==> src/b64d_pkg.sv <==
// Package for the base64 stream decoder: shared types, constants and the
// character-to-value mapping. Used by the front, queue, back and top modules.
`default_nettype none

package b64d_pkg;

    localparam int unsigned COUNT_OUT_W = 16;
    localparam int unsigned QUEUE_DEPTH = 4;
    localparam int unsigned QPTR_W      = $clog2(QUEUE_DEPTH);

    localparam logic [7:0] PAD_VAL = 8'h7F;
    localparam logic [7:0] BAD_VAL = 8'hFF;
    localparam logic [7:0] PLUS_VAL  = 8'h3E;
    localparam logic [7:0] SLASH_VAL = 8'h3F;

    typedef enum logic [1:0] {
        ST_OK         = 2'd0,
        ST_ILLEGAL    = 2'd1,
        ST_INCOMPLETE = 2'd2,
        ST_SHORT      = 2'd3
    } b64d_status_t;

    typedef enum logic [1:0] {
        ERR_NONE      = 2'd0,
        ERR_COMMITTED = 2'd1,
        ERR_PENDING   = 2'd2
    } b64d_err_t;

    typedef enum logic {
        KIND_DATA   = 1'b0,
        KIND_STATUS = 1'b1
    } b64d_kind_t;

    // One queue entry holds every result caused by one input transaction.
    typedef struct packed {
        logic [2:0][7:0]        data;
        logic [1:0]             nbytes;
        logic                   has_status;
        b64d_status_t           status;
        logic [COUNT_OUT_W-1:0] count;
    } b64d_entry_t;

    // Maps one character through the standard alphabet; pad and illegal
    // characters get their own codes.
    function automatic logic [7:0] map_char(input logic [7:0] c);
        logic [7:0] v;
        begin
            if (c >= 8'h41 && c <= 8'h5A) begin
                v = c - 8'd65;
            end else if (c >= 8'h61 && c <= 8'h7A) begin
                v = c - 8'd71;
            end else if (c >= 8'h30 && c <= 8'h39) begin
                v = c + 8'd4;
            end else if (c == 8'h2B) begin
                v = PLUS_VAL;
            end else if (c == 8'h2F) begin
                v = SLASH_VAL;
            end else if (c == 8'h3D) begin
                v = PAD_VAL;
            end else begin
                v = BAD_VAL;
            end
            return v;
        end
    endfunction

endpackage

`default_nettype wire

==> src/b64d_front.sv <==
// Front part of the base64 stream decoder: accepts characters, tracks group and
// error state, and queues one entry per transaction with results. Uses b64d_pkg.
`default_nettype none

module b64d_front
    import b64d_pkg::*;
#(
    parameter int unsigned COUNT_WIDTH = 16
) (
    input  wire logic        aclk,
    input  wire logic        aresetn,
    input  wire logic        in_valid,
    output logic             in_ready,
    input  wire logic [7:0]  character,
    input  wire logic        end_of_text,
    input  wire logic        q_full,
    output logic             push,
    output b64d_entry_t      entry
);

    logic [1:0][6:0]        vals_reg, vals_next;
    logic [1:0]             pos_reg, pos_next;
    logic                   done_reg, done_next;
    b64d_err_t              err_reg, err_next;
    logic [COUNT_WIDTH-1:0] cnt_reg, cnt_next;
    logic [6:0]             val2_reg, val2_next;

    logic                   accept;
    logic [7:0]             v;
    logic                   ill;
    logic                   bad;
    logic [6:0]             a, b, c;
    logic [1:0]             nb;
    logic [COUNT_WIDTH:0]   sum;
    logic [COUNT_WIDTH-1:0] cnt_upd;
    logic [31:0]            cnt_ext;

    localparam logic [COUNT_WIDTH-1:0] CNT_MAX = {COUNT_WIDTH{1'b1}};

    assign in_ready = !q_full;
    assign accept   = in_valid && !q_full;
    assign v        = map_char(character);
    assign ill      = (v == BAD_VAL);
    assign a        = vals_reg[0];
    assign b        = vals_reg[1];
    assign c        = val2_reg;
    assign bad      = (err_reg == ERR_PENDING) || ill || ({1'b0, a} == PAD_VAL) ||
                      ({1'b0, b} == PAD_VAL) || (({1'b0, c} == PAD_VAL) && (v != PAD_VAL));

    always_comb begin
        vals_next = vals_reg;
        val2_next = val2_reg;
        pos_next  = pos_reg;
        done_next = done_reg;
        err_next  = err_reg;
        nb        = 2'd0;
        entry     = '0;
        entry.data[0] = {a[5:0], b[5:4]};
        entry.data[1] = {b[3:0], c[5:2]};
        entry.data[2] = {c[1:0], v[5:0]};

        if (pos_reg != 2'd3) begin
            if (ill && err_reg == ERR_NONE) begin
                err_next = ERR_PENDING;
            end
            if (pos_reg == 2'd2) begin
                val2_next = ill ? 7'd0 : v[6:0];
            end else begin
                vals_next[pos_reg[0]] = ill ? 7'd0 : v[6:0];
            end
            pos_next = pos_reg + 2'd1;
        end else begin
            done_next = 1'b1;
            pos_next  = 2'd0;
            if (err_reg == ERR_NONE) begin
                if (bad) begin
                    err_next = ERR_COMMITTED;
                end else begin
                    nb = 2'd1 + 2'({1'b0, c} != PAD_VAL) + 2'(v != PAD_VAL);
                end
            end else if (err_reg == ERR_PENDING) begin
                err_next = ERR_COMMITTED;
            end
        end

        // Saturating byte count including the bytes of this group.
        sum = {1'b0, cnt_reg} + (COUNT_WIDTH+1)'(nb);
        if (sum > {1'b0, CNT_MAX}) begin
            cnt_upd = CNT_MAX;
        end else begin
            cnt_upd = sum[COUNT_WIDTH-1:0];
        end
        cnt_next = cnt_upd;
        cnt_ext  = 32'(cnt_upd);

        entry.nbytes     = nb;
        entry.has_status = end_of_text;
        entry.count      = end_of_text ? cnt_ext[COUNT_OUT_W-1:0] : '0;
        if (!done_next) begin
            entry.status = ST_SHORT;
        end else if (err_next == ERR_COMMITTED) begin
            entry.status = ST_ILLEGAL;
        end else if (pos_next != 2'd0) begin
            entry.status = ST_INCOMPLETE;
        end else begin
            entry.status = ST_OK;
        end

        if (end_of_text) begin
            pos_next  = 2'd0;
            done_next = 1'b0;
            err_next  = ERR_NONE;
            cnt_next  = '0;
        end

        push = accept && (end_of_text || nb != 2'd0);
    end

    always_ff @(posedge aclk) begin
        if (!aresetn) begin
            pos_reg  <= 2'd0;
            done_reg <= 1'b0;
            err_reg  <= ERR_NONE;
            cnt_reg  <= '0;
        end else if (accept) begin
            pos_reg  <= pos_next;
            done_reg <= done_next;
            err_reg  <= err_next;
            cnt_reg  <= cnt_next;
        end
    end

    always_ff @(posedge aclk) begin
        if (accept) begin
            vals_reg <= vals_next;
            val2_reg <= val2_next;
        end
    end

endmodule

`default_nettype wire

==> src/b64d_queue.sv <==
// Short first-in first-out queue of result entries between the front and back
// parts of the base64 stream decoder. Uses b64d_pkg.
`default_nettype none

module b64d_queue
    import b64d_pkg::*;
(
    input  wire logic         aclk,
    input  wire logic         aresetn,
    input  wire logic         push,
    input  wire b64d_entry_t  push_entry,
    input  wire logic         pop,
    output logic              full,
    output logic              empty,
    output b64d_entry_t       head
);

    b64d_entry_t             mem_reg [QUEUE_DEPTH];
    logic [QPTR_W-1:0]       wr_reg, rd_reg;
    logic [QPTR_W:0]         cnt_reg, cnt_next;

    assign full  = (cnt_reg == (QPTR_W+1)'(QUEUE_DEPTH));
    assign empty = (cnt_reg == '0);
    assign head  = mem_reg[rd_reg];

    always_comb begin
        cnt_next = cnt_reg;
        if (push && !pop) begin
            cnt_next = cnt_reg + (QPTR_W+1)'(1);
        end else if (pop && !push) begin
            cnt_next = cnt_reg - (QPTR_W+1)'(1);
        end
    end

    always_ff @(posedge aclk) begin
        if (!aresetn) begin
            wr_reg  <= '0;
            rd_reg  <= '0;
            cnt_reg <= '0;
        end else begin
            if (push) begin
                wr_reg <= wr_reg + QPTR_W'(1);
            end
            if (pop) begin
                rd_reg <= rd_reg + QPTR_W'(1);
            end
            cnt_reg <= cnt_next;
        end
    end

    always_ff @(posedge aclk) begin
        if (push) begin
            mem_reg[wr_reg] <= push_entry;
        end
    end

endmodule

`default_nettype wire

==> src/b64d_back.sv <==
// Back part of the base64 stream decoder: walks the results of the head queue
// entry one at a time into the output register. Uses b64d_pkg.
`default_nettype none

module b64d_back
    import b64d_pkg::*;
(
    input  wire logic              aclk,
    input  wire logic              aresetn,
    input  wire logic              q_empty,
    input  wire b64d_entry_t       head,
    output logic                   pop,
    output logic                   m_valid,
    input  wire logic              m_ready,
    output logic                   m_kind,
    output logic [7:0]             m_data_byte,
    output logic [1:0]             m_status,
    output logic [COUNT_OUT_W-1:0] m_decoded_count,
    output logic                   m_last_result
);

    logic [1:0]             idx_reg;
    logic                   valid_reg;
    logic                   kind_reg;
    logic [7:0]             data_reg;
    logic [1:0]             status_reg;
    logic [COUNT_OUT_W-1:0] count_reg;
    logic                   last_reg;

    logic                   load;
    logic [2:0]             total;
    logic                   is_last;
    logic                   is_status;

    assign load      = !q_empty && (!valid_reg || m_ready);
    assign total     = {1'b0, head.nbytes} + {2'b00, head.has_status};
    assign is_last   = ({1'b0, idx_reg} == total - 3'd1);
    assign is_status = (idx_reg == head.nbytes);
    assign pop       = load && is_last;

    always_ff @(posedge aclk) begin
        if (!aresetn) begin
            valid_reg <= 1'b0;
            idx_reg   <= 2'd0;
        end else begin
            if (load) begin
                valid_reg <= 1'b1;
                idx_reg   <= is_last ? 2'd0 : idx_reg + 2'd1;
            end else if (m_ready) begin
                valid_reg <= 1'b0;
            end
        end
    end

    always_ff @(posedge aclk) begin
        if (load) begin
            last_reg <= is_last;
            if (is_status) begin
                kind_reg   <= KIND_STATUS;
                data_reg   <= 8'd0;
                status_reg <= head.status;
                count_reg  <= head.count;
            end else begin
                kind_reg   <= KIND_DATA;
                data_reg   <= head.data[idx_reg];
                status_reg <= ST_OK;
                count_reg  <= '0;
            end
        end
    end

    assign m_valid         = valid_reg;
    assign m_kind          = kind_reg;
    assign m_data_byte     = data_reg;
    assign m_status        = status_reg;
    assign m_decoded_count = count_reg;
    assign m_last_result   = last_reg;

endmodule

`default_nettype wire

==> src/base64_stream_decoder_unit.sv <==
// Top level of the base64 stream decoder: front, result queue and back part.
// Depends on b64d_pkg, b64d_front, b64d_queue and b64d_back.
`default_nettype none

// The decoder takes one base64 character per input transaction, at up to one
// transaction per clock cycle, and keeps no limit on string length. Every
// fourth character closes a group that yields one to three data results; a
// character with s_end_of_text set also yields a status result (ok, illegal
// character, incomplete final group, or fewer than four characters) carrying
// the saturating count of bytes decoded for that string, after which the
// string state is cleared. The front part classifies each character in the
// cycle it is accepted and writes all results it causes into a four-entry
// queue; the back part drains that queue at one result transaction per cycle
// while m_ready is high, through a registered output. Input transactions
// that cause no result never occupy the queue, so the input side runs at one
// character per cycle as long as the output keeps pace with the result rate,
// at most four results for one character (a group end with end of text). A
// result passes queue memory, then output register. s_ready drops only when the
// queue is full. The internal counter is COUNT_WIDTH bits wide (8 to 32); its
// low 16 bits, zero extended when narrower, appear on m_decoded_count.

module base64_stream_decoder_unit
    import b64d_pkg::*;
#(
    parameter int unsigned COUNT_WIDTH = 16
) (
    input  wire logic        aclk,
    input  wire logic        aresetn,
    input  wire logic        s_valid,
    output logic             s_ready,
    input  wire logic [7:0]  s_character,
    input  wire logic        s_end_of_text,
    output logic             m_valid,
    input  wire logic        m_ready,
    output logic             m_kind,
    output logic [7:0]       m_data_byte,
    output logic [1:0]       m_status,
    output logic [15:0]      m_decoded_count,
    output logic             m_last_result
);

    // Queue handshake between the two halves.
    logic        push;
    logic        pop;
    logic        q_full;
    logic        q_empty;
    b64d_entry_t push_entry;
    b64d_entry_t head;

    // The front part owns all per-string state, so a stalled output never
    // changes how characters are classified.
    b64d_front #(
        .COUNT_WIDTH (COUNT_WIDTH)
    ) u_front (
        .aclk        (aclk),
        .aresetn     (aresetn),
        .in_valid    (s_valid),
        .in_ready    (s_ready),
        .character   (s_character),
        .end_of_text (s_end_of_text),
        .q_full      (q_full),
        .push        (push),
        .entry       (push_entry)
    );

    b64d_queue u_queue (
        .aclk       (aclk),
        .aresetn    (aresetn),
        .push       (push),
        .push_entry (push_entry),
        .pop        (pop),
        .full       (q_full),
        .empty      (q_empty),
        .head       (head)
    );

    // The back part turns each entry into its data and status transactions,
    // marking the final one of each entry with m_last_result.
    b64d_back u_back (
        .aclk            (aclk),
        .aresetn         (aresetn),
        .q_empty         (q_empty),
        .head            (head),
        .pop             (pop),
        .m_valid         (m_valid),
        .m_ready         (m_ready),
        .m_kind          (m_kind),
        .m_data_byte     (m_data_byte),
        .m_status        (m_status),
        .m_decoded_count (m_decoded_count),
        .m_last_result   (m_last_result)
    );

endmodule

`default_nettype wire

==> config.mk <==
export PLATFORM = sky130hd
export DESIGN_NAME = base64_stream_decoder_unit
export DESIGN_NICKNAME = d
export VERILOG_FILES = /design/src/b64d_pkg.sv /design/src/b64d_front.sv /design/src/b64d_queue.sv /design/src/b64d_back.sv /design/src/base64_stream_decoder_unit.sv
export SDC_FILE = /design/constraint.sdc
export NUM_CORES = 1
export LEC_CHECK = 0
export ABC_AREA = 1
export BUFFER_PORTS_ARGS = -buffer_cell sky130_fd_sc_hd__buf_4
export CAP_MARGIN = 10
export CORE_UTILIZATION = 40
export CTS_BUF_LIST = sky130_fd_sc_hd__clkbuf_4
export CTS_CLUSTER_DIAMETER = 150
export CTS_CLUSTER_SIZE = 40
export DETAILED_ROUTE_END_ITERATION = 10
export PLACE_DENSITY = 0.55
export SLEW_MARGIN = 40
export SYNTH_ARGS = -nofsm -noshare
export SYNTH_HDL_FRONTEND = slang
export SYNTH_HIERARCHICAL = 1
export SYNTH_SLANG_ARGS = --single-unit
==> constraint.sdc <==
create_clock -name aclk -period 5.4 [get_ports aclk]
set_clock_uncertainty 0.05 [all_clocks]
set_input_delay 1.08 -clock aclk [delete_from_list [all_inputs] [get_ports aclk]]
set_output_delay 1.08 -clock aclk [all_outputs]
set_load 0.02 [all_outputs]
# Yosys cells after proc, flatten, opt, wreduce, memory -nomap -nowiden

Memories as Yosys holds them, arrays and structs flattened. A register that Yosys moved wholly into a read port is not among the register bits.
Index checks and enable logic that the tools add are counted.

Bits in registers: 80
Bits of input ports: 13
Word-level logic and storage cells: 131
RAM bits: 180
Memories kept: 1

Memory list:

| memory          | depth | width | read ports | clocked after memory_dff | wr ports | line             | RTL |
|---|---|---|---|---|---|---|---|
| u_queue.mem_reg | 4     | 45    | 1          | 1                        | 1        | b64d_queue.sv:18 | `b64d_entry_t mem_reg [QUEUE_DEPTH];` |

Magnitude comparators: 10
Equal/unequal tests: 16
Bitwise gates (word level): 1
Muxes and demuxes: 41
$add $sub $neg: 14
Reduce and logical (&&, ||, !) cells: 31

Operator list:

| operator                                                                            | number |
|---|---|
| 8-bit 2-to-1 mux                                                                    | 7 |
| 16-bit 2-to-1 mux                                                                   | 3 |
| 2-bit 2-to-1 mux                                                                    | 17 |
| 8-bit by 6-bit == test with 1-bit output, second input constant                     | 3 |
| 7-bit == test, second input constant                                                | 3 |
| 16-bit by 2-bit adder with 17-bit output                                            | 1 |
| 17-bit by 16-bit greater-than comparator with 1-bit output, second input constant   | 1 |
| 8-bit binary-select mux with 2-bit select                                           | 1 |
| 8-bit by 7-bit greater-or-equal comparator with 1-bit output, second input constant | 2 |
| 8-bit by 7-bit less-or-equal comparator with 1-bit output, second input constant    | 2 |
| 8-bit by 7-bit subtractor with 8-bit output, second input constant                  | 2 |
| 14-bit bitwise mux                                                                  | 1 |
| 7-bit 2-to-1 mux                                                                    | 2 |
| 1-bit logical AND                                                                   | 12 |
| 2-bit by 1-bit adder with 2-bit output, second input constant                       | 4 |
| 8-bit by 3-bit adder with 8-bit output, second input constant                       | 1 |
| 8-bit == test, second input constant                                                | 1 |
| 8-bit by 6-bit greater-or-equal comparator with 1-bit output, second input constant | 1 |
| 8-bit by 6-bit less-or-equal comparator with 1-bit output, second input constant    | 1 |
| 8-bit by 7-bit != test with 1-bit output, second input constant                     | 1 |
| 2-bit nonzero test                                                                  | 4 |
| 7-bit demux with 1-bit select                                                       | 1 |
| 1-bit 2-to-1 mux                                                                    | 7 |
| 7-bit != test, second input constant                                                | 1 |
| other kinds (21)                                                                    | 34 |

# Depth between registers and ports, before layout

Depth in word-level cells: 22
Depth in mapped cells: 30
Depth with buffers taken out: 29

# Hierarchy

The synthesis kept the hierarchy.

By module, submodules not included:

| module     | instances | sequential area each (um^2) | area an instance (um^2) | cells an instance |
|---|---|---|---|---|
| b64d_queue | 1         | 5585.4                      | 7248.2                  | 493 |
| b64d_front | 1         | 1051.0                      | 3199.3                  | 418 |
| b64d_back  | 1         | 900.9                       | 1488.9                  | 162 |

# Worst setup path after synthesis

Ideal clock, no wire load.

Kind: input-to-reg
From: in s_character[0]
To: mem u_queue/mem_reg[0][15] (netlist bit), data pin
Arrival time: 5007 ps
Slack: 164 ps
Stages: 21
Buffers on the path: 1
Required time: 5170 ps
Library setup time: 180 ps
Path through: inv_1 ha_1 nand3_4 o211ai_4 o221ai_1 o21ai_0 nand3_1 ha_1 nor4_1 nand2_1 nor3_1 fa_1 nand3_2 nor2_4 nand2_4 nor3_4 nand4_4 nor2_4 nand4_4 buf_6 a21oi_1

RTL lines:

| item            | line                             | RTL |
|---|---|---|
| start, declared | base64_stream_decoder_unit.sv:31 | `input wire logic [7:0] s_character,` |
| end, declared   | b64d_queue.sv:18                 |  |

==> reports/results.ini <==
[critical_path]
worstPathMaxFanout = 14
crit_required_ns = 5.86
crit_arrival_ns = 5.18
end_kind = flop
crit_path_start_kind = input pin
worstSetupPathType = in2reg

[finish]
layout_common_cells = 229 x edfxtp_1, 162 x nor2_1, 137 x nand2_1
finalNetCount = 1122
fin_cells = 1475
drive_gt1_share_pct = 12.3
final_cell_area_mm2 = 0.0125
fin_util_pct = 43.2
largest_reg_flops = 180
layout_commonest_cell = edfxtp_1
n_fill_cell = 2806
syn_to_final_growth_pct = 4.93

[sta]
setup_violations = 0
hold_viol_final = 0
relSlewSlack_pct = 52.1
rsz0062_at_grt = no
timing.final.crit_period_ns = 4.71
tns_ns = 0
finalCritPeriodShare_pct = 87.2
fin_hold_ws_ns = 0.370
slew_violations = 0
tightest_slew_ns = 0.716
fmax_ghz = 0.212

[die]
dieArea_mm2 = 0.0305
coreArea_mm2 = 0.0290
die_height_um = 175
pin_count = 43
rows = 62
die_w_um = 175
initial_utilization_pct = 41.1

[global_routing]
grt_max_degree = 91
antenna_found_initial = 1
met1_usage_pct = 26.1
busiest_layer = met1
met3_usage_pct = 1.50
gr-total-overflow = 0
met2_usage_pct = 25.9
grt_pass1_wl_um = 40300
grt_pass1_vias = 7130
track_usage_pct = 16.9

[yosys]
netlist_instances = 1073
synth_top_area_cell = edfxtp_1
ys_warn_count = 6
synth_nets = 1110
avgSynthCellArea_um2 = 11.1
synth_area_leaders = edfxtp_1 58%, dfxtp_1 5.5%, nor2_1 5.1%
synth_top_area_share_pct = 57.6
ys_ff_latch = 262
synth_cell_types = 45
seq_area_frac_synth_pct = 63.1
syn_area_mm2 = 0.0119

[routing]
wl_per_cell_um = 17.3
num_vias = 7449
drc = 0
first_iter_violations = 588
antenna_left = 0
drt-pass1-iter-count = 4
finalWirelength_um = 25500
vias_per_cell = 5.05

[placed_design]
gp_congestion = 0.846
placed_cells = 1457
port_buffers = 42
placed_area_mm2 = 0.0124
hpwl_um = 16200

[min_path]
hp-class = reg2reg

[power]
p_leak_nw = 4.63
power.density_mw_per_mm2 = 384
irDropWorstVdd_mv = 0.212

[clock_tree]
numCtsBuffers = 10
path_clk_slew_ns = 0.39
cts_setup_buffers = 0
insertion_delay_ns = 0.71
cts.sinks = 262
cts-resized-gates = 0
clockBufferDepth = 3
cts_root_buf = clkbuf_4
hold_buffers = 0
cts_tree = done
cts-htree-levels = 1

[outcome]
status = completed

[run]
maxCapViolations = 0

[worst paths after layout]
check,startpoint,endpoint,slack [ns],cells after the start
worst min-delay path,u_queue/rd_reg[1]$_SDFFE_PN0P_,flop,0.37,1
worst max register to register,u_front/c[0]$_DFFE_PP_,u_queue/mem_reg[0][13]$_DFFE_PP_,1.63,16
worst min register to register,u_queue/rd_reg[1]$_SDFFE_PN0P_,flop,0.37,1
worst max-delay path,s_character[0],u_queue/mem_reg[0][13]$_DFFE_PP_,0.69,26
[layer usage]
| layer | part of all wire (%) | wire [um] |
|---|---|---|
| met3 | 3.6 | 919 |
| met4 | 1.2 | 312 |
| met5 | 0 | 0 |
| met1 | 51 | 12900 |
| met2 | 44 | 11300 |
[where the power goes]
group	leakage [nW]	total [W]	switching [W]	internal, W
clock network	0.0788	0.000696	0.000559	0.000137
registers	2.36	0.00263	0.000112	0.00251
logic	2.19	0.00148	0.00103	0.000457
[worst max-delay path, cell delays in order]
cell and delay (ns):
buf_4 0.13, inv_1 0.12, ha_1 0.32, nand3_1 0.12
nand2_1 0.10, nand2_2 0.07, nand2_4 0.10, inv_2 0.06
nand2_1 0.05, o211ai_1 0.11, nor2_1 0.11, nand3_1 0.12
ha_1 0.22, nor4_1 0.37, nand2_1 0.13, nor2_1 0.16
ha_1 0.22, fa_1 0.23, nand3_2 0.13, nor2_4 0.14
nand2_4 0.08, nor3_4 0.18, nand4_4 0.14, nor2_4 0.13
nand4_4 0.22, a21oi_1 0.35
[final cells by class]
cell class                      count  area, um2  area share [%]
Inverter                           99        390            3.12
Tap cell                          384        480            3.84
Sequential cell                   262       7540            60.2
Timing Repair Buffer               62        528            4.22
Multi-Input combinational cell    650       3450            27.5
Clock inverter                      1       20.0           0.160
Antenna cell                        2       5.00          0.0400
Clock buffer                       15        113           0.899
[synthesized netlist by cell type (all sizes together)]
cell type / n
edfxtp: 229
nor2: 170
nand2: 151
o21ai: 119
inv: 95
buf: 57
a21oi: 45
o22ai: 45
nand3: 44
dfxtp: 33
ha: 22
xor2: 16
nand4: 12
nor3: 8
xnor2: 7
clkbuf: 4
clkinv: 4
fa: 2
nor4: 2
o211ai: 2
or2: 2
a21boi: 1
dlymetal6s2s: 1
o2111ai: 1
o221ai: 1
[stage by stage]
step / setup slack, ns / total power [W]
final: 0.689 / 0.00481
after floorplan: 0.164 / 0.00378
after global routing: 0.345 / 0.00510
after global placement: 0.107 / 0.00416
after CTS: 0.687 / 0.00486
after detailed placement: -0.0739 / 0.00417
[cell families (layout without fill, tap and decap cells)]
kind of cell,count (synthesis),after routing,synth area share [%]
compound gates,214,214,9.84
fa+ha+maj,24,24,2.64
simple gates,389,389,14.5
buf+inv,161,177,8.16
flops,262,262,63.1
other cells,0,2,0
xor+xnor,23,23,1.69
No activity file was read; power rests on OpenSTA's default activity.
